### src/design/rwu_pkg.sv
// rwu_pkg: shared widths, register indexes, reset values and side-band struct
// for the rmsprop weight update pipeline
// no dependencies
package rwu_pkg;

  // field widths (sized for a 32-bit Q8.24 datapath)
  localparam int DATA_WIDTH = 32;
  localparam int FRAC_BITS  = 24;
  localparam int DECAY_W    = 16;
  localparam int CFG_W      = 32;
  localparam int CLIP_W     = 31;
  localparam int IDX_W      = 3;

  // internal widths
  localparam int PROD_W    = 2 * DATA_WIDTH;
  localparam int SQ_W      = 2 * DATA_WIDTH - FRAC_BITS;
  localparam int DCOMP_W   = DECAY_W + 1;
  localparam int AD_W      = DATA_WIDTH + DECAY_W;
  localparam int ACC_W     = SQ_W + DCOMP_W;
  localparam int ANEW_W    = ACC_W - DECAY_W;
  localparam int RAD_W     = 64;
  localparam int ROOT_W    = RAD_W / 2;
  localparam int SREM_W    = ROOT_W + 2;
  localparam int NUM_W     = CFG_W + CLIP_W;
  localparam int DEN_SHIFT = 8;
  localparam int DEN_W     = ROOT_W + DEN_SHIFT;
  localparam int N_W       = 64;
  localparam int Q_W       = 44;
  localparam int WN_W      = Q_W + 3;

  // register indexes
  typedef enum logic [IDX_W-1:0] {
    REG_DECAY  = 3'd0,
    REG_LR     = 3'd1,
    REG_EPS    = 3'd2,
    REG_CLIP   = 3'd3,
    REG_WDECAY = 3'd4
  } reg_idx_t;

  // register reset values
  localparam logic [DECAY_W-1:0] DECAY_RST  = 16'd65470;
  localparam logic [CFG_W-1:0]   LR_RST     = 32'd429497;
  localparam logic [CFG_W-1:0]   EPS_RST    = 32'd1;
  localparam logic [CLIP_W-1:0]  CLIP_RST   = 31'd83886080;
  localparam logic [CFG_W-1:0]   WDECAY_RST = 32'd43;

  // per-request side data carried alongside the root and divide cells
  typedef struct packed {
    logic signed [DATA_WIDTH-1:0] w;
    logic [DATA_WIDTH-1:0]        regm;
    logic                         wneg;
    logic                         gcneg;
    logic                         clipped;
    logic                         asat;
    logic [DATA_WIDTH-1:0]        aout;
    logic                         last;
    logic [NUM_W-1:0]             num;
    logic                         zero;
  } side_t;

endpackage

### src/design/rwu_sqrt_cell.sv
// rwu_sqrt_cell: one digit of the integer square root, two radicand bits a cell
// depends on rwu_pkg
module rwu_sqrt_cell (
  input  logic                        clk,
  input  logic                        en,
  input  logic [rwu_pkg::RAD_W-1:0]   x_in,
  input  logic [rwu_pkg::SREM_W-1:0]  rem_in,
  input  logic [rwu_pkg::ROOT_W-1:0]  root_in,
  output logic [rwu_pkg::RAD_W-1:0]   x_out,
  output logic [rwu_pkg::SREM_W-1:0]  rem_out,
  output logic [rwu_pkg::ROOT_W-1:0]  root_out
);
  import rwu_pkg::*;

  logic [SREM_W-1:0] r, trial;
  logic              fits;

  // bring down the next bit pair and try the next root digit
  always_comb begin
    r     = {rem_in[SREM_W-3:0], x_in[RAD_W-1 -: 2]};
    trial = {root_in, 2'b01};
    fits  = r >= trial;
  end

  always_ff @(posedge clk) begin
    if (en) begin
      x_out    <= {x_in[RAD_W-3:0], 2'b00};
      rem_out  <= fits ? r - trial : r;
      root_out <= {root_in[ROOT_W-2:0], fits};
    end
  end

endmodule

### config.mk
export PLATFORM = sky130hd
export DESIGN_NAME = rwu_sqrt_cell
export DESIGN_NICKNAME = d
export VERILOG_FILES = /design/src/design/rwu_pkg.sv /design/src/design/rwu_sqrt_cell.sv
export SDC_FILE = /design/constraint.sdc
export NUM_CORES = 1
export LEC_CHECK = 0
export ABC_CLOCK_PERIOD_IN_PS = 2750
export BUFFER_PORTS_ARGS = -buffer_cell sky130_fd_sc_hd__buf_2
export CORE_MARGIN = 2
export CORE_UTILIZATION = 44
export DETAILED_ROUTE_END_ITERATION = 7
export PLACE_DENSITY = 0.81
export SKIP_LAST_GASP = 1
export SLEW_MARGIN = 0
export SYNTH_ARGS = -nofsm -noshare
export SYNTH_HDL_FRONTEND = slang
export SYNTH_SLANG_ARGS = --single-unit
### constraint.sdc
create_clock -name clk -period 2.75 [get_ports clk]
set_input_delay 0 -clock clk [delete_from_list [all_inputs] [get_ports clk]]
set_output_delay 0 -clock clk [all_outputs]
set_load 0.01 [all_outputs]
==> results.json <==
{
  "io_pins": 262,
  "ff_latch_area_sq_mm": 0.00384,
  "initial_core_util": 0.452,
  "grt_pass1_vias": 5671,
  "drt_wl_total_microns": 21700,
  "ys_ff_latch": 128,
  "period_needed_ns": 2.69,
  "finalHoldViolations": 0,
  "critPathMostFrequentCell": "a221o_1",
  "drive_gt1_frac": 0.403,
  "leakage_uw": 0.00444,
  "drtIter0Drc": 405,
  "die-area_sq_mm": 0.0153,
  "grt_pass1_wl_microns": 31000,
  "hold_ws_ns": 0.128,
  "post_drt_wl_per_cell_microns": 19.7,
  "hp-class": "primary input to flip-flop",
  "met3_usage": 0.0765,
  "start_kind": "primary input",
  "syn2layout_area_growth_pct": 58.7,
  "drc": 0,
  "outcome": "finished, final reports clean",
  "die-width_microns": 124,
  "grtUsageTotal": 0.274,
  "worstPathRequired_ns": 2.93,
  "tritoncts": "done",
  "rsz0062_at_grt": "true",
  "crit_slowest_cell": "dlygate4sd3_1",
  "drt_pass1_iterations": 5,
  "crit_fanout": 5,
  "cts-root-buf": "clkbuf_16",
  "postRouteAntennaNets": 0,
  "critical_path.endpoint_type": "flip-flop",
  "synth_simple_gate_area_frac": 0.0744,
  "vias": 5761,
  "avgSynthCellArea_sq_um": 13.2,
  "worstMarginPinSlew_ns": 0.767,
  "synth_fa_ha_area_frac": 0.0675,
  "synth_xor_area_frac": 0.0375,
  "multi_input_area_sq_mm": 0.00229,
  "overflow": 0,
  "place_area_sq_mm": 0.00801,
  "port_buffers": 257,
  "fp-row-count": 43,
  "grt_max_degree": 83,
  "fmax_mhz": 372,
  "cp.arrival_ns": 2.87,
  "relSlewSlack": 0.489,
  "place_hpwl_microns": 13700,
  "core_area_sq_mm": 0.0139,
  "grt_use_met2": 0.467,
  "ys_warn_count": 0,
  "vias_per_cell": 5.24,
  "final_cell_area_sq_mm": 0.0100,
  "slowest_delay_ns": 0.55,
  "drv_slew": 0,
  "drv_cap": 0,
  "nFillCells": 918,
  "synth_edf_count": 128,
  "antenna_found_initial": 1,
  "path_cells": "dlygate4sd3_1 -> buf_2 -> inv_1 -> ha_1 -> buf_4 -> nand2_1 -> o21ai_0 -> a221o_1 -> a221o_1 -> o21a_1 -> o21ai_1 -> nand3_1 -> a31o_2",
  "htree_levels": 4,
  "finalSetupViolCount": 0,
  "nets": 1072,
  "max-vdd-ir-drop_mv": 0.469,
  "clk_pin_slew_ns": 0.06,
  "gp_congestion": 0.862,
  "grt.busiest_layer": "met2",
  "yosysSeqAreaShare": 0.610,
  "synth_top_family_by_area": "compound AO/OA/AOI/OAI gates",
  "synth-compound-area-share": 0.133,
  "synth_async_sr_flop_share": 0,
  "synth_mux_area_frac": 0.0411,
  "p_per_area_mw_per_mm2": 613,
  "clock_sinks": 128,
  "synth_area_sq_mm": 0.00630,
  "cts_buffer_depth": 2,
  "post-route-period-util": 0.978,
  "synthFlopType": "edfxtp_1",
  "crit_type": "primary input to flip-flop",
  "gr-usage-met1": 0.323,
  "synth.distinct_cells": 60,
  "die_y_microns": 124,
  "numCtsBuffers": 17,
  "syn_inst": 477
}
==> worst paths after layout <==
check | from | to | slack, ns | cells after the start
max | root_in[15] | rem_out[31]$_DFFE_PP_ | 0.06 | 13
min | en | x_out[20]$_DFFE_PP_ | 0.13 | 1
==> placed cells by master (no fill, tap or decap), types with 6 or more instances in the layout <==
master / netlist / layout
inv_6: 0 / 6
nand2_1: 21 / 20
o21a_1: 7 / 7
clkbuf_16: 0 / 18
ha_1: 34 / 30
a21oi_1: 39 / 38
inv_1: 41 / 41
edfxtp_1: 128 / 128
and3_1: 8 / 8
nand3_1: 14 / 14
xor2_1: 10 / 10
o21ai_0: 23 / 21
nor3_1: 11 / 10
mux2_2: 19 / 19
dlygate4sd3_1: 0 / 127
buf_2: 1 / 256
nor2_1: 17 / 16
buf_4: 3 / 30
a21o_1: 17 / 17
xnor2_1: 17 / 17
==> worst max-delay path, delay by kind of cell <==
family,cells,cell delay [ns]
compound gates,6,1.49
fa+ha+maj,1,0.30
buf+inv,4,0.92
simple gates,2,0.18
==> cell usage after synthesis, types with 2 or more instances <==
cell,number,area share
a211oi_1,4,0.0048
a21o_1,17,0.020
a21oi_1,39,0.031
a221o_1,3,0.0048
a31o_2,4,0.0056
a31oi_1,4,0.0040
and2_1,2,0.0020
and3_1,8,0.0079
buf_4,3,0.0036
clkbuf_1,3,0.0018
edfxtp_1,128,0.61
ha_1,34,0.067
inv_1,41,0.024
mux2_2,19,0.034
mux2_4,3,0.0071
nand2_1,21,0.013
nand2b_1,2,0.0020
nand3_1,14,0.011
nand4_1,3,0.0030
nor2_1,17,0.010
nor2b_1,2,0.0020
nor3_1,11,0.0087
nor4b_1,3,0.0042
o21a_1,7,0.0083
o21ai_0,23,0.018
o31ai_1,3,0.0036
xnor2_1,17,0.024
xor2_1,10,0.014
==> cells by family after synthesis <==
family	Yosys count
other	1
and+or+nand+nor	90
DFF	128
buffers and inverters	51
adders and majority gates	34
muxes	22
xor gates and xnor gates	27
AOI/OAI and AO/OA	124
==> cell type report <==
type,instances,share of cell area
tap,180,0.0225
clock inverter,14,0.0178
multi-input combinational,299,0.229
timing repair buffer,418,0.287
clock buffer,18,0.0429
sequential,128,0.384
inverter,42,0.0160
antenna,1,0.000250
==> through the flow <==
| stage | utilization | cells | setup slack [ns] | power, uW | setup TNS [ns] |
|---|---|---|---|---|---|
| global route | 0.718 | 1100 | -0.0324 | 6340 | -0.174 |
| floorplan | - | 478 | 0.128 | 3070 | 0 |
| global placement | 0.575 | 935 | 0.0218 | 3560 | 0 |
| detailed placement | 0.575 | 935 | -0.0363 | 3580 | -0.0363 |
| CTS | 0.710 | 1094 | 0.00828 | 6060 | 0 |
| finish | 0.718 | 1100 | 0.0611 | 6140 | 0 |
==> sequential cells by signal (all words and copies together), names as in the netlist <==
name / cells
rem_out: 34
root_out: 32
x_out: 62
==> power breakdown <==
group	internal (uW)	total [uW]	switching [uW]
clock	1440	2370	930
combinational	640	1340	697
sequential	2370	2430	55.6
==> routing by layer <==
| layer | vias up | wire (microns) | share of wire |
|---|---|---|---|
| li1 | 2677 | - | - |
| met1 | 2751 | 8400 | 0.39 |
| met2 | 284 | 10600 | 0.49 |
| met3 | 49 | 1900 | 0.088 |
| met4 | 0 | 746 | 0.034 |
| met5 | - | 0 | 0 |
==> repair_timing <==
action                                  in CTS  in global routing
hold buffers                               127                  0
gates resized for setup                      0                 18
endpoints found under the hold margin      127                  0
buffers inserted                             0                  4
endpoints found under the setup margin       0                 25
No activity file was read; power rests on OpenSTA's default activity.
