File: src/design/rwu_pkg.sv
// rwu_pkg: shared widths, register indexes, reset values and side-band struct
// for the rmsprop weight update pipeline
// no dependencies
package rwu_pkg;

  // field widths (sized for a 32-bit Q8.24 datapath)
  localparam int DATA_WIDTH = 32;
  localparam int FRAC_BITS  = 24;
  localparam int DECAY_W    = 16;
  localparam int CFG_W      = 32;
  localparam int CLIP_W     = 31;
  localparam int IDX_W      = 3;

  // internal widths
  localparam int PROD_W    = 2 * DATA_WIDTH;
  localparam int SQ_W      = 2 * DATA_WIDTH - FRAC_BITS;
  localparam int DCOMP_W   = DECAY_W + 1;
  localparam int AD_W      = DATA_WIDTH + DECAY_W;
  localparam int ACC_W     = SQ_W + DCOMP_W;
  localparam int ANEW_W    = ACC_W - DECAY_W;
  localparam int RAD_W     = 64;
  localparam int ROOT_W    = RAD_W / 2;
  localparam int SREM_W    = ROOT_W + 2;
  localparam int NUM_W     = CFG_W + CLIP_W;
  localparam int DEN_SHIFT = 8;
  localparam int DEN_W     = ROOT_W + DEN_SHIFT;
  localparam int N_W       = 64;
  localparam int Q_W       = 44;
  localparam int WN_W      = Q_W + 3;

  // register indexes
  typedef enum logic [IDX_W-1:0] {
    REG_DECAY  = 3'd0,
    REG_LR     = 3'd1,
    REG_EPS    = 3'd2,
    REG_CLIP   = 3'd3,
    REG_WDECAY = 3'd4
  } reg_idx_t;

  // register reset values
  localparam logic [DECAY_W-1:0] DECAY_RST  = 16'd65470;
  localparam logic [CFG_W-1:0]   LR_RST     = 32'd429497;
  localparam logic [CFG_W-1:0]   EPS_RST    = 32'd1;
  localparam logic [CLIP_W-1:0]  CLIP_RST   = 31'd83886080;
  localparam logic [CFG_W-1:0]   WDECAY_RST = 32'd43;

  // per-request side data carried alongside the root and divide cells
  typedef struct packed {
    logic signed [DATA_WIDTH-1:0] w;
    logic [DATA_WIDTH-1:0]        regm;
    logic                         wneg;
    logic                         gcneg;
    logic                         clipped;
    logic                         asat;
    logic [DATA_WIDTH-1:0]        aout;
    logic                         last;
    logic [NUM_W-1:0]             num;
    logic                         zero;
  } side_t;

endpackage

File: src/design/rwu_div_cell.sv
// rwu_div_cell: one restoring-division step, one quotient bit a cell
// depends on rwu_pkg
module rwu_div_cell (
  input  logic                       clk,
  input  logic                       en,
  input  logic [rwu_pkg::Q_W-1:0]    n_in,
  input  logic [rwu_pkg::DEN_W-1:0]  rem_in,
  input  logic [rwu_pkg::DEN_W-1:0]  d_in,
  input  logic [rwu_pkg::Q_W-1:0]    q_in,
  output logic [rwu_pkg::Q_W-1:0]    n_out,
  output logic [rwu_pkg::DEN_W-1:0]  rem_out,
  output logic [rwu_pkg::DEN_W-1:0]  d_out,
  output logic [rwu_pkg::Q_W-1:0]    q_out
);
  import rwu_pkg::*;

  logic [DEN_W:0] r, diff;
  logic           fits;

  // shift in the next numerator bit and subtract when the divisor fits
  always_comb begin
    r    = {rem_in, n_in[Q_W-1]};
    diff = r - {1'b0, d_in};
    fits = r >= {1'b0, d_in};
  end

  always_ff @(posedge clk) begin
    if (en) begin
      n_out   <= {n_in[Q_W-2:0], 1'b0};
      rem_out <= fits ? diff[DEN_W-1:0] : r[DEN_W-1:0];
      d_out   <= d_in;
      q_out   <= {q_in[Q_W-2:0], fits};
    end
  end

endmodule

File: config.mk
export PLATFORM = sky130hd
export DESIGN_NAME = rwu_div_cell
export DESIGN_NICKNAME = d
export VERILOG_FILES = /design/src/design/rwu_pkg.sv /design/src/design/rwu_div_cell.sv
export SDC_FILE = /design/constraint.sdc
export NUM_CORES = 1
export LEC_CHECK = 0
export BUFFER_PORTS_ARGS = -buffer_cell sky130_fd_sc_hd__buf_2
export CELL_PAD_IN_SITES_DETAIL_PLACEMENT = 1
export CELL_PAD_IN_SITES_GLOBAL_PLACEMENT = 1
export CORE_UTILIZATION = 40
export DETAILED_ROUTE_END_ITERATION = 6
export PLACE_DENSITY_LB_ADDON = 0.12
export SETUP_SLACK_MARGIN = 0.4
export SLEW_MARGIN = 20
export SYNTH_ARGS = -nofsm -noshare
export SYNTH_HDL_FRONTEND = slang
export SYNTH_SLANG_ARGS = --single-unit
File: constraint.sdc
create_clock -name clk -period 9.8 [get_ports clk]
set_input_delay 2.94 -clock clk [delete_from_list [all_inputs] [get_ports clk]]
set_output_delay 2.94 -clock clk [all_outputs]
set_load 0.02 [all_outputs]
==> Flow_metrics.wiki, run 1 <==
{| class="wikitable"
! Metric !! Value
|-
| Largest buffer count on any clock path || 2
|-
| Vias per inst || 5.12
|-
| Root cell of the clock tree || clkbuf_16
|-
| Fraction of synthesized area in multiplexers || 0.765%
|-
| Leading register cell type out of synthesis || edfxtp_1
|-
| Setup repair after global routing missed its margin || false
|-
| Normalized max-slew margin || around 34%
|-
| Pins Over Slew Limit || 0
|-
| Summed negative setup slack over all endpoints || 0 ns
|-
| Area share of fa/ha/maj cells after synthesis || approximately 6.4%
|-
| Maximum operating frequency || around 0.16 GHz
|-
| Total standard cell area after synthesis || between 8000 and 9000 µm²
|-
| Antenna-violating nets left || 0
|-
| Ys Warns || 0
|-
| Area growth from synthesis to final layout || 30.0%
|-
| Transition time at the pin with the least slew margin || 0.996 ns
|-
| Part of the power in the clock network || about 33%
|-
| Logic gate share of total power || between 20% and 30%
|-
| First-pass detailed-route iteration total || 4
|-
| Setup Viol. Count Final || 0
|-
| Area used by multi-input combinational logic || between 2000 and 3000 µm²
|-
| Max_cap viols || 0
|-
| Count of flip-flops with a built-in enable after synthesis || between 150 and 200
|-
| Fraction of final layout cells with drive strength greater than 1 || between 30% and 40%
|-
| Synth cell count leaders || edfxtp_1, nand2_1, o21ai_0
|-
| Category of the most critical setup path || input port to flip-flop
|-
| H-tree levels || 4
|-
| Internal power of the cells || ~1.4 mW
|-
| Largest net degree at the start of global routing || 94
|-
| Most frequent cell after synthesis || edfxtp_1
|-
| Min Clock Period, post-route || slightly above 6 ns
|-
| Largest family of logic cells by synthesized area || compound AO/OA/AOI/OAI gates
|-
| Number of top-level design ports || around 340
|-
| Via count || roughly 6500
|-
| Status || completed
|-
| Maximum fanout along the worst path || 39
|-
| Core area || 19700 µm²
|-
| Cell area power density || between 150 and 200 nW/µm²
|-
| First-pass GRT wire length || between 30 and 40 mm
|-
| Synthesis-stage register bit count || 167
|-
| Startpoint class of the critical path || input port
|-
| Final routed DRC violation total || 0
|-
| Detailed Route WL || 25.1 mm
|-
| Worst setup path startpoint || d_in[10]
|-
| Number of fillers in the final layout || 2238
|-
| Global placer's final weighted congestion || 0.874
|-
| Final #Nets || between 1000 and 1500
|-
| TritonCTS clock tree || done
|-
| Worst vdd rail ir drop || 123 µV
|-
| Clock Sink Count || approximately 170
|-
| Initial antenna violation count || 3
|-
| Sequential group share of total power || roughly 45%
|-
| Number of distinct library cell variants in the gate-level netlist after synthesis || 67
|-
| Hold_buf cts || 0
|-
| Synthesized-area fraction occupied by and/or/nand/nor cells || 9.50%
|-
| Asr flop ratio synth || 0%
|-
| Seq/Total Area, Yosys || between 60% and 70%
|-
| Routed wire per std cell || between 15 and 20 µm
|-
| Last element of the critical path || rem_out[34]$_DFFE_PP_
|-
| Worst Setup End Kind || flip-flop
|-
| Total track usage || between 20% and 30%
|-
| Worst path arrival time || 6.41 ns
|-
| Net count after synthesis || around 900
|-
| Switching component of the power || 0.623 mW
|-
| Non-filler instance count after layout || around 1300
|-
| Synth Area in Compound Gates || between 10 and 15%
|-
| Die width || around 140 µm
|-
| Number of buffers added on ports || around 340
|-
| Initial cell density of the core || around two fifths
|-
| Hold Path Class || input port to flip-flop
|-
| Vias in the first global route || 6633
|-
| Area contributors post-synth || edfxtp_1, ha_1, nand2_1
|-
| Total placed cells including tap cells || ~1200
|-
| DPL Wire Length || ~20 mm
|-
| Drt first-iter violations || 307
|-
| Part of the cycle the worst path needs || 63.5%
|-
| Synthesized instance count || 665
|-
| Share of Yosys cell area claimed by the top area cell type || between 60% and 70%
|-
| Register area || approximately 5000 µm²
|-
| Share of the synthesized netlist area taken by xor and xnor gates || about 3.6%
|-
| Data required time at the worst endpoint || ~10 ns
|-
| Clock transition at the registers of the reported paths || ~0.08 ns
|-
| TritonCTS buffer count || 17
|-
| Num rows || roughly 50
|-
| Static leakage || about 4.6 nW
|-
| Post-cts gate resize count || 0
|-
| Floorplan die area || approximately 21000 µm²
|-
| Switch share || between 30% and 40%
|-
| Height of the die || between 100 and 150 µm
|-
| Post-CTS Setup Repair Bufs || 0
|-
| Post-synthesis cell type with the largest combined area || edfxtp_1
|-
| GRT overflow || 0
|-
| Syn_area_per_cell || 12.3 µm²
|-
| Hold violation count in the final report || 0
|}
==> logic make-up after synthesis <==
group,count (synthesis)
AND/OR/NAND/NOR,161
AO/OA/AOI/OAI,174
other,1
multiplexers,6
adder cells (fa/ha/maj),41
buffers and inverters,81
XOR/XNOR,34
flip-flops,167
==> placed cells by master, fill, tap and decap left out, types with 15 or more instances in the layout <==
cell / Yosys / final
buf_2: 5 / 334
edfxtp_1: 167 / 167
nand2_1: 71 / 71
o21ai_0: 52 / 52
inv_1: 51 / 51
a21oi_1: 41 / 41
ha_1: 40 / 40
nor2_1: 28 / 28
xnor2_1: 19 / 19
clkbuf_16: 0 / 17
nand4_1: 15 / 15
xor2_1: 15 / 15
==> worst max-delay path, stage by stage <==
cell and delay (ns):
buf_2 0.09, inv_1 0.04, ha_1 0.40, a21oi_1 0.26
o21ai_0 0.20, or3_1 0.37, a21oi_2 0.21, o21ai_1 0.15
a31oi_4 0.83, buf_4 0.51, mux2_2 0.38
==> power by group through the flow <==
stage	Sequential [mW]	Combinational, mW	Clock, mW
2_1_floorplan	0.998	0.177	0
3_3_place_gp	0.900	0.436	0
3_5_place_dp	0.903	0.443	0
4_1_cts	0.888	0.446	0.675
5_1_grt	0.895	0.479	0.697
6_report	0.888	0.441	0.660
==> worst min path at each step <==
| stage | startpoint | endpoint | slack [ns] | depth (start not counted) |
|---|---|---|---|---|
| after floorplan | d_in[0] | d_out[0]$_DFFE_PP_ | 3.04 | 0 |
| after global placement | n_in[24] | n_out[25]$_DFFE_PP_ | 3.12 | 1 |
| after detailed placement | q_in[41] | q_out[42]$_DFFE_PP_ | 3.12 | 1 |
| after CTS | n_in[33] | n_out[34]$_DFFE_PP_ | 2.66 | 1 |
| after global routing | n_in[38] | n_out[39]$_DFFE_PP_ | 2.66 | 1 |
| final | n_in[33] | n_out[34]$_DFFE_PP_ | 2.68 | 1 |
==> per-stage QoR <==
stage	util, %	hold WS, ns	power, mW	setup slack, ns	cell area, µm²
after detailed placement	50.9	3.12	1.35	3.14	10000
final	53.9	2.68	1.99	3.57	10600
after global placement	50.9	3.12	1.34	3.19	10000
after CTS	53.9	2.66	2.01	3.59	10600
after global routing	53.9	2.66	2.07	3.32	10600
after floorplan	-	3.04	1.18	4.63	8180
==> area by class of cell <==
type	instances	share of cell area [%]
inverter	52	1.84
antenna	3	0.0706
tap	265	3.12
timing repair buffer	337	16.0
clock buffer	17	4.00
sequential	167	47.2
clock inverter	15	1.46
multi-input combinational	417	26.3
==> flip-flops by register name, summed over array words and instances, names as in the netlist <==
register	count
d_out	40
n_out	43
q_out	44
rem_out	40
==> metal layers <==
metal  track usage, %  vias to the layer above  part of all wire [%]
met5                0                        -                     0
met4             11.2                        0                   3.3
met3             5.03                       42                   5.2
met2             43.1                      215                    52
met1             28.1                     3135                    39
li1                 -                     3125                     -
No activity file was read; power rests on OpenSTA's default activity.
==> run 2, diff against run 1 <==
- CORE_UTILIZATION: 40 -> 37
- clock period: 9.8 -> 6.03 ns (I/O delays scaled with it)
==> Flow_metrics.wiki, run 2 (synthesis gave the netlist of run 1 again) <==
{| class="wikitable"
! Metric !! Value
|-
| Hold_buf cts || 0 (unchanged)
|-
| Num rows || 54 (+5.9%)
|-
| Floorplan die area || 22700 µm² (+8.0%)
|-
| Fraction of final layout cells with drive strength greater than 1 || 38.6% (+0.18 points)
|-
| Hold violation count in the final report || 0 (unchanged)
|-
| Internal power of the cells || 2.26 mW (+66%)
|-
| Detailed Route WL || 25.7 mm (+2.5%)
|-
| Hold Path Class || input port to flip-flop
|-
| Setup slack after placement || 1.31 ns (-1.83 ns)
|-
| Worst Setup End Kind || flip-flop
|-
| Area growth from synthesis to final layout || 30.8%
|-
| First-pass detailed-route iteration total || 5 (+1)
|-
| Largest registers in the final layout || q_out: 44 flops, n_out: 43 flops
|-
| Cell area power density || 306 nW/µm² (+64%)
|-
| Largest buffer count on any clock path || 2 (unchanged)
|-
| Height of the die || 151 µm (+3.9%)
|-
| Count of buffer and inverter cells on the critical path || 2 (-1)
|-
| TritonCTS buffer count || 17 (unchanged)
|-
| Part of the power in the clock network || 34.0% (+0.8 points)
|-
| Category of the most critical setup path || input port to flip-flop
|-
| H-tree levels || 4 (unchanged)
|-
| Routed wire length on met2 || 13.8 mm (+5.3%)
|-
| Wire length on met1 || 10.0 mm (+1.1%)
|-
| Met3 wire len || 1.60 mm (+23%)
|-
| Largest net degree at the start of global routing || 100 (+6.4%)
|-
| Normalized max-slew margin || 36.1% (+2.5 points)
|-
| GRT overflow || 0 (unchanged)
|-
| Worst vdd rail ir drop || 177 µV (+44%)
|-
| Initial antenna violation count || 4 (+1)
|-
| Initial cell density of the core || 37.6% (-3.9 points)
|-
| Routed wire per std cell || 19.9 µm (+1.0%)
|-
| Global placer's final weighted congestion || 0.829 (-5.1%)
|-
| CP top delay family || compound AO/OA/AOI/OAI gates
|-
| Min Clock Period, post-route || 4.27 ns
|-
| Setup ws final || 1.76 ns (-1.81 ns)
|-
| Flip-flop count of the largest register after layout || 44 (unchanged)
|-
| Via count || 6565 (+0.74%)
|-
| Delay of the slowest critical-path stage || 0.42 ns (-0.41 ns)
|-
| Post-CTS Setup Repair Bufs || 0 (unchanged)
|-
| Final #Nets || 1206 (+0.25%)
|-
| Part of the cycle the worst path needs || 70.9%
|-
| Status || completed
|-
| Antenna-violating nets left || 0 (unchanged)
|-
| Setup repair after global routing missed its margin || false
|-
| Post-layout instance area || 10700 µm² (+0.66%)
|-
| Post-cts gate resize count || 0 (unchanged)
|-
| Total chip power || 3.28 mW (+65%)
|-
| Post-detailed-placement cell area || 10100 µm² (+0.41%)
|-
| Max_cap viols || 0 (unchanged)
|-
| Drt first-iter violations || 334 (+8.8%)
|-
| Highest metal layer used by the detailed router || met4
|-
| Register with the most flip-flops || q_out
|-
| Commonest cells after routing, fill and taps aside || buf_2, edfxtp_1, nand2_1, o21ai_0, inv_1
|-
| Crit-path cells || buf_2 > inv_1 > ha_1 > fa_1 > nand2b_1 > a21oi_1 > o211ai_1 > a21oi_1 > o221ai_1 > o21ai_0 > xnor2_1 > o21ai_0
|-
| Maximum operating frequency || between 0.2 and 0.25 GHz
|-
| Static leakage || 4.67 nW (+0.55%)
|-
| Logic gate share of total power || 22.0% (-0.2 points)
|-
| Number of top-level design ports || 338 (unchanged)
|-
| Number of buffers added on ports || 335 (unchanged)
|-
| DPL Wire Length || 20.6 mm (+4.2%)
|-
| Pins Over Slew Limit || 0 (unchanged)
|-
| Vias per inst || 5.08 (-0.74%)
|-
| First-pass GRT wire length || 37.5 mm (-4.5%)
|-
| Switching component of the power || 1.01 mW (+63%)
|-
| Summed negative setup slack over all endpoints || 0 ns (unchanged)
|-
| Most common cell after layout, fill and taps aside || buf_2
|-
| Startpoint class of the critical path || input port
|-
| Clock transition at the registers of the reported paths || 0.08 ns (about the same)
|-
| TritonCTS clock tree || done
|-
| Core area || 21800 µm² (+10%)
|-
| Worst path arrival time || 4.44 ns (-1.97 ns)
|-
| Cell with the largest stage delay on the worst path || fa_1
|-
| Setup Viol. Count Final || 0 (unchanged)
|-
| Vias in the first global route || 6568 (-0.98%)
|-
| Maximum fanout along the worst path || 3 (-92%)
|-
| Data required time at the worst endpoint || 6.20 ns (-3.78 ns)
|-
| Root cell of the clock tree || clkbuf_16
|-
| Clock Sink Count || 167 (unchanged)
|-
| Die width || 151 µm (+3.9%)
|-
| Transition time at the pin with the least slew margin || 0.959 ns (-0.0377 ns)
|-
| Final routed DRC violation total || 0 (unchanged)
|-
| Total track usage || 22.2% (-2.1 points)
|-
| Sequential group share of total power || 44.0% (-0.6 points)
|-
| Switch share || 31.0% (-0.36 points)
|}
run 2: power groups by stage:
stage	sequential, mW	combinational (mW)	clock (mW)
6_report	1.44	0.721	1.11
5_1_grt	1.45	0.782	1.18
4_1_cts	1.44	0.730	1.14
3_5_place_dp	1.47	0.725	0
3_3_place_gp	1.46	0.715	0
2_1_floorplan	1.62	0.288	0
run 2: routing by layer:
layer	vias to the layer above	GRT usage, %
li1	3138	-
met1	3206	24.4
met2	201	42.1
met3	20	5.18
met4	0	6.60
met5	-	0
run 2: area by class of cell:
type | instances | area (µm²)
Antenna cell | 4 | 10.0
Clock buffer | 17 | 425
Sequential cell | 167 | 5010
Fill cell | 2448 | 11100
Clock inverter | 15 | 181
Inverter | 52 | 195
Multi-Input combinational cell | 417 | 2800
Tap cell | 280 | 350
Timing Repair Buffer | 340 | 1720
run 2: worst paths after layout:
| check | from | end | cells after the start |
|---|---|---|---|
| worst max-delay path | n_in[43] | rem_out[38]$_DFFE_PP_ | 12 |
| worst min-delay path | q_in[1] | q_out[2]$_DFFE_PP_ | 1 |
run 2: metrics by stage:
| step | hold WS, ns | utilization [%] | std cells |
|---|---|---|---|
| final | 1.55 | 49.2 | 1292 |
| after floorplan | 1.91 | - | 665 |
| after global routing | 1.53 | 49.2 | 1291 |
| after CTS | 1.53 | 49.1 | 1288 |
| after detailed placement | 1.99 | 46.3 | 1256 |
| after global placement | 1.99 | 46.3 | 1256 |
==> run 3, diff against run 2 <==
- CORE_UTILIZATION: 37 -> 34
- clock period: 6.03 -> 3.7 ns (I/O delays scaled with it)
==> Flow_metrics.wiki, run 3 (synthesis gave the netlist of run 1 again) <==
{| class="wikitable"
! Metric !! Value
|-
| Status || completed
|-
| Clock transition at the registers of the reported paths || 0.08 ns (about the same)
|-
| Maximum fanout along the worst path || 31 (+28)
|-
| H-tree levels || 4 (unchanged)
|-
| Summed negative setup slack over all endpoints || 0 ns (unchanged)
|-
| Initial antenna violation count || 1 (-3)
|-
| Cell area power density || 486 nW/µm² (+59%)
|-
| Largest net degree at the start of global routing || 59 (-41%)
|-
| Most common cell after layout, fill and taps aside || buf_2
|-
| Clock Sink Count || 167 (unchanged)
|-
| Static leakage || 4.93 nW (+5.4%)
|-
| First-pass GRT wire length || 37.9 mm (+1.1%)
|-
| Cell with the largest stage delay on the worst path || or3_1
|-
| Via count || 6606 (+0.62%)
|-
| TritonCTS buffer count || 17 (unchanged)
|-
| Final #Nets || 1253 (+3.9%)
|-
| Area growth from synthesis to final layout || 36.9%
|-
| Routed wire per std cell || 18.7 µm (-6.1%)
|-
| Num rows || 56 (+3.7%)
|-
| Core area || 23500 µm² (+8.2%)
|-
| Total track usage || 20.6% (-1.6 points)
|-
| Total chip power || 5.44 mW (+66%)
|-
| First-pass detailed-route iteration total || 4 (-1)
|-
| Setup Viol. Count Final || 0 (unchanged)
|-
| Root cell of the clock tree || clkbuf_16
|-
| GRT overflow || 0 (unchanged)
|-
| Commonest cells after routing, fill and taps aside || buf_2, edfxtp_1, nand2_1, inv_1, o21ai_0
|-
| Setup repair after global routing missed its margin || true
|-
| Hold violation count in the final report || 0 (unchanged)
|-
| Largest registers in the final layout || q_out: 44 flops, n_out: 43 flops
|-
| Crit-path cells || buf_2 > inv_1 > ha_1 > a21oi_2 > o21ai_0 > or3_1 > a21oi_2 > o21ai_1 > a31oi_4 > buf_4 > buf_12 > o21ai_0
|-
| Floorplan die area || 24700 µm² (+8.7%)
|-
| Vias per inst || 4.80 (-5.4%)
|-
| Detailed Route WL || 25.7 mm (about the same)
|-
| Worst path arrival time || 3.33 ns (-1.11 ns)
|-
| Setup ws final || 0.540 ns (-1.22 ns)
|-
| Setup slack after placement || -0.126 ns (-1.43 ns)
|-
| Worst vdd rail ir drop || 292 µV (+64%)
|-
| Hold_buf cts || 0 (unchanged)
|-
| Antenna-violating nets left || 0 (unchanged)
|-
| Die width || 157 µm (+4.3%)
|-
| Delay of the slowest critical-path stage || 0.38 ns (-0.04 ns)
|-
| Number of buffers added on ports || 335 (unchanged)
|-
| Initial cell density of the core || 34.7% (-2.9 points)
|-
| Hold Path Class || input port to flip-flop
|-
| Vias in the first global route || 6780 (+3.2%)
|-
| Number of top-level design ports || 338 (unchanged)
|-
| Final routed DRC violation total || 0 (unchanged)
|-
| Startpoint class of the critical path || input port
|-
| Global placer's final weighted congestion || 0.842 (+1.6%)
|-
| Min Clock Period, post-route || 3.16 ns
|-
| Data required time at the worst endpoint || 3.87 ns (-2.33 ns)
|-
| Category of the most critical setup path || input port to flip-flop
|-
| Worst Setup End Kind || flip-flop
|-
| Pins Over Slew Limit || 0 (unchanged)
|-
| DPL Wire Length || 20.5 mm (-0.20%)
|-
| Flip-flop count of the largest register after layout || 44 (unchanged)
|-
| Part of the cycle the worst path needs || 85.4%
|-
| Largest buffer count on any clock path || 2 (unchanged)
|-
| Drt first-iter violations || 277 (-17%)
|-
| TritonCTS clock tree || done
|-
| Max_cap viols || 0 (unchanged)
|-
| Height of the die || 157 µm (+4.3%)
|-
| Maximum operating frequency || 0.316 GHz
|-
| Fraction of final layout cells with drive strength greater than 1 || 42.7% (+4.1 points)
|-
| Register with the most flip-flops || q_out
|}
## run 3: changes by cell type in the layout (fill, tap and decap cells not counted), moves of 3 or more
cell,previous run,this run
o21ai_1,5,8
a21oi_2,4,7
buf_12,0,4
a21oi_1,41,38
diode_2,4,1
o21ai_0,52,49
buf_4,5,48
ha_1,40,37
## run 3: layer usage
metal	global-route usage, %	part of all wire [%]	up-vias
met5	0	0	-
met2	39.6	54	189
met3	4.82	6.5	16
li1	-	-	3224
met4	5.73	0.83	0
met1	22.3	38	3177
## run 3: worst max-delay path, delay by kind of cell
kind	cells	cell delay (ns)
fa+ha+maj	1	0.36
compound gates	6	0.94
buf+inv	4	0.52
simple gates	1	0.38
## run 3: final timing paths
kind                 start                     to  depth (start not counted)
setup / recovery  d_in[20]  rem_out[12]$_DFFE_PP_                         12
hold / removal    q_in[33]    q_out[34]$_DFFE_PP_                          1
## run 3: final cells by class
class,count,area (µm²)
antenna,1,2.50
clock buffer,17,425
clock inverter,15,175
fill,2665,12300
inverter,52,195
multi-input combinational,417,2860
sequential,167,5010
tap,319,399
timing repair buffer,387,2120
## run 3: timing repair
action / CTS / global route
endpoints found under the hold margin: 0 / 0
endpoints found under the setup margin: 1 / 34
pin swaps: 0 / 5
gates resized for setup: 2 / 16
setup buffers: 0 / 1
## run 3: stage by stage
| stage | util [%] | std cells | hold slack, ns | cell area, µm² |
|---|---|---|---|---|
| after global routing | 47.6 | 1375 | 0.822 | 11200 |
| after CTS | 47.3 | 1373 | 0.827 | 11100 |
| final | 47.6 | 1375 | 0.841 | 11200 |
| after detailed placement | 44.7 | 1341 | 1.29 | 10500 |
| after global placement | 44.7 | 1341 | 1.29 | 10500 |
| after floorplan | - | 665 | 1.21 | 8180 |
## run 3: power breakdown
part / switching (mW) / total [mW] / internal [mW]
Sequential: 0.0398 / 2.34 / 2.30
Combinational: 0.778 / 1.26 / 0.479
Clock: 0.925 / 1.84 / 0.918
Total: 1.74 / 5.44 / 3.70
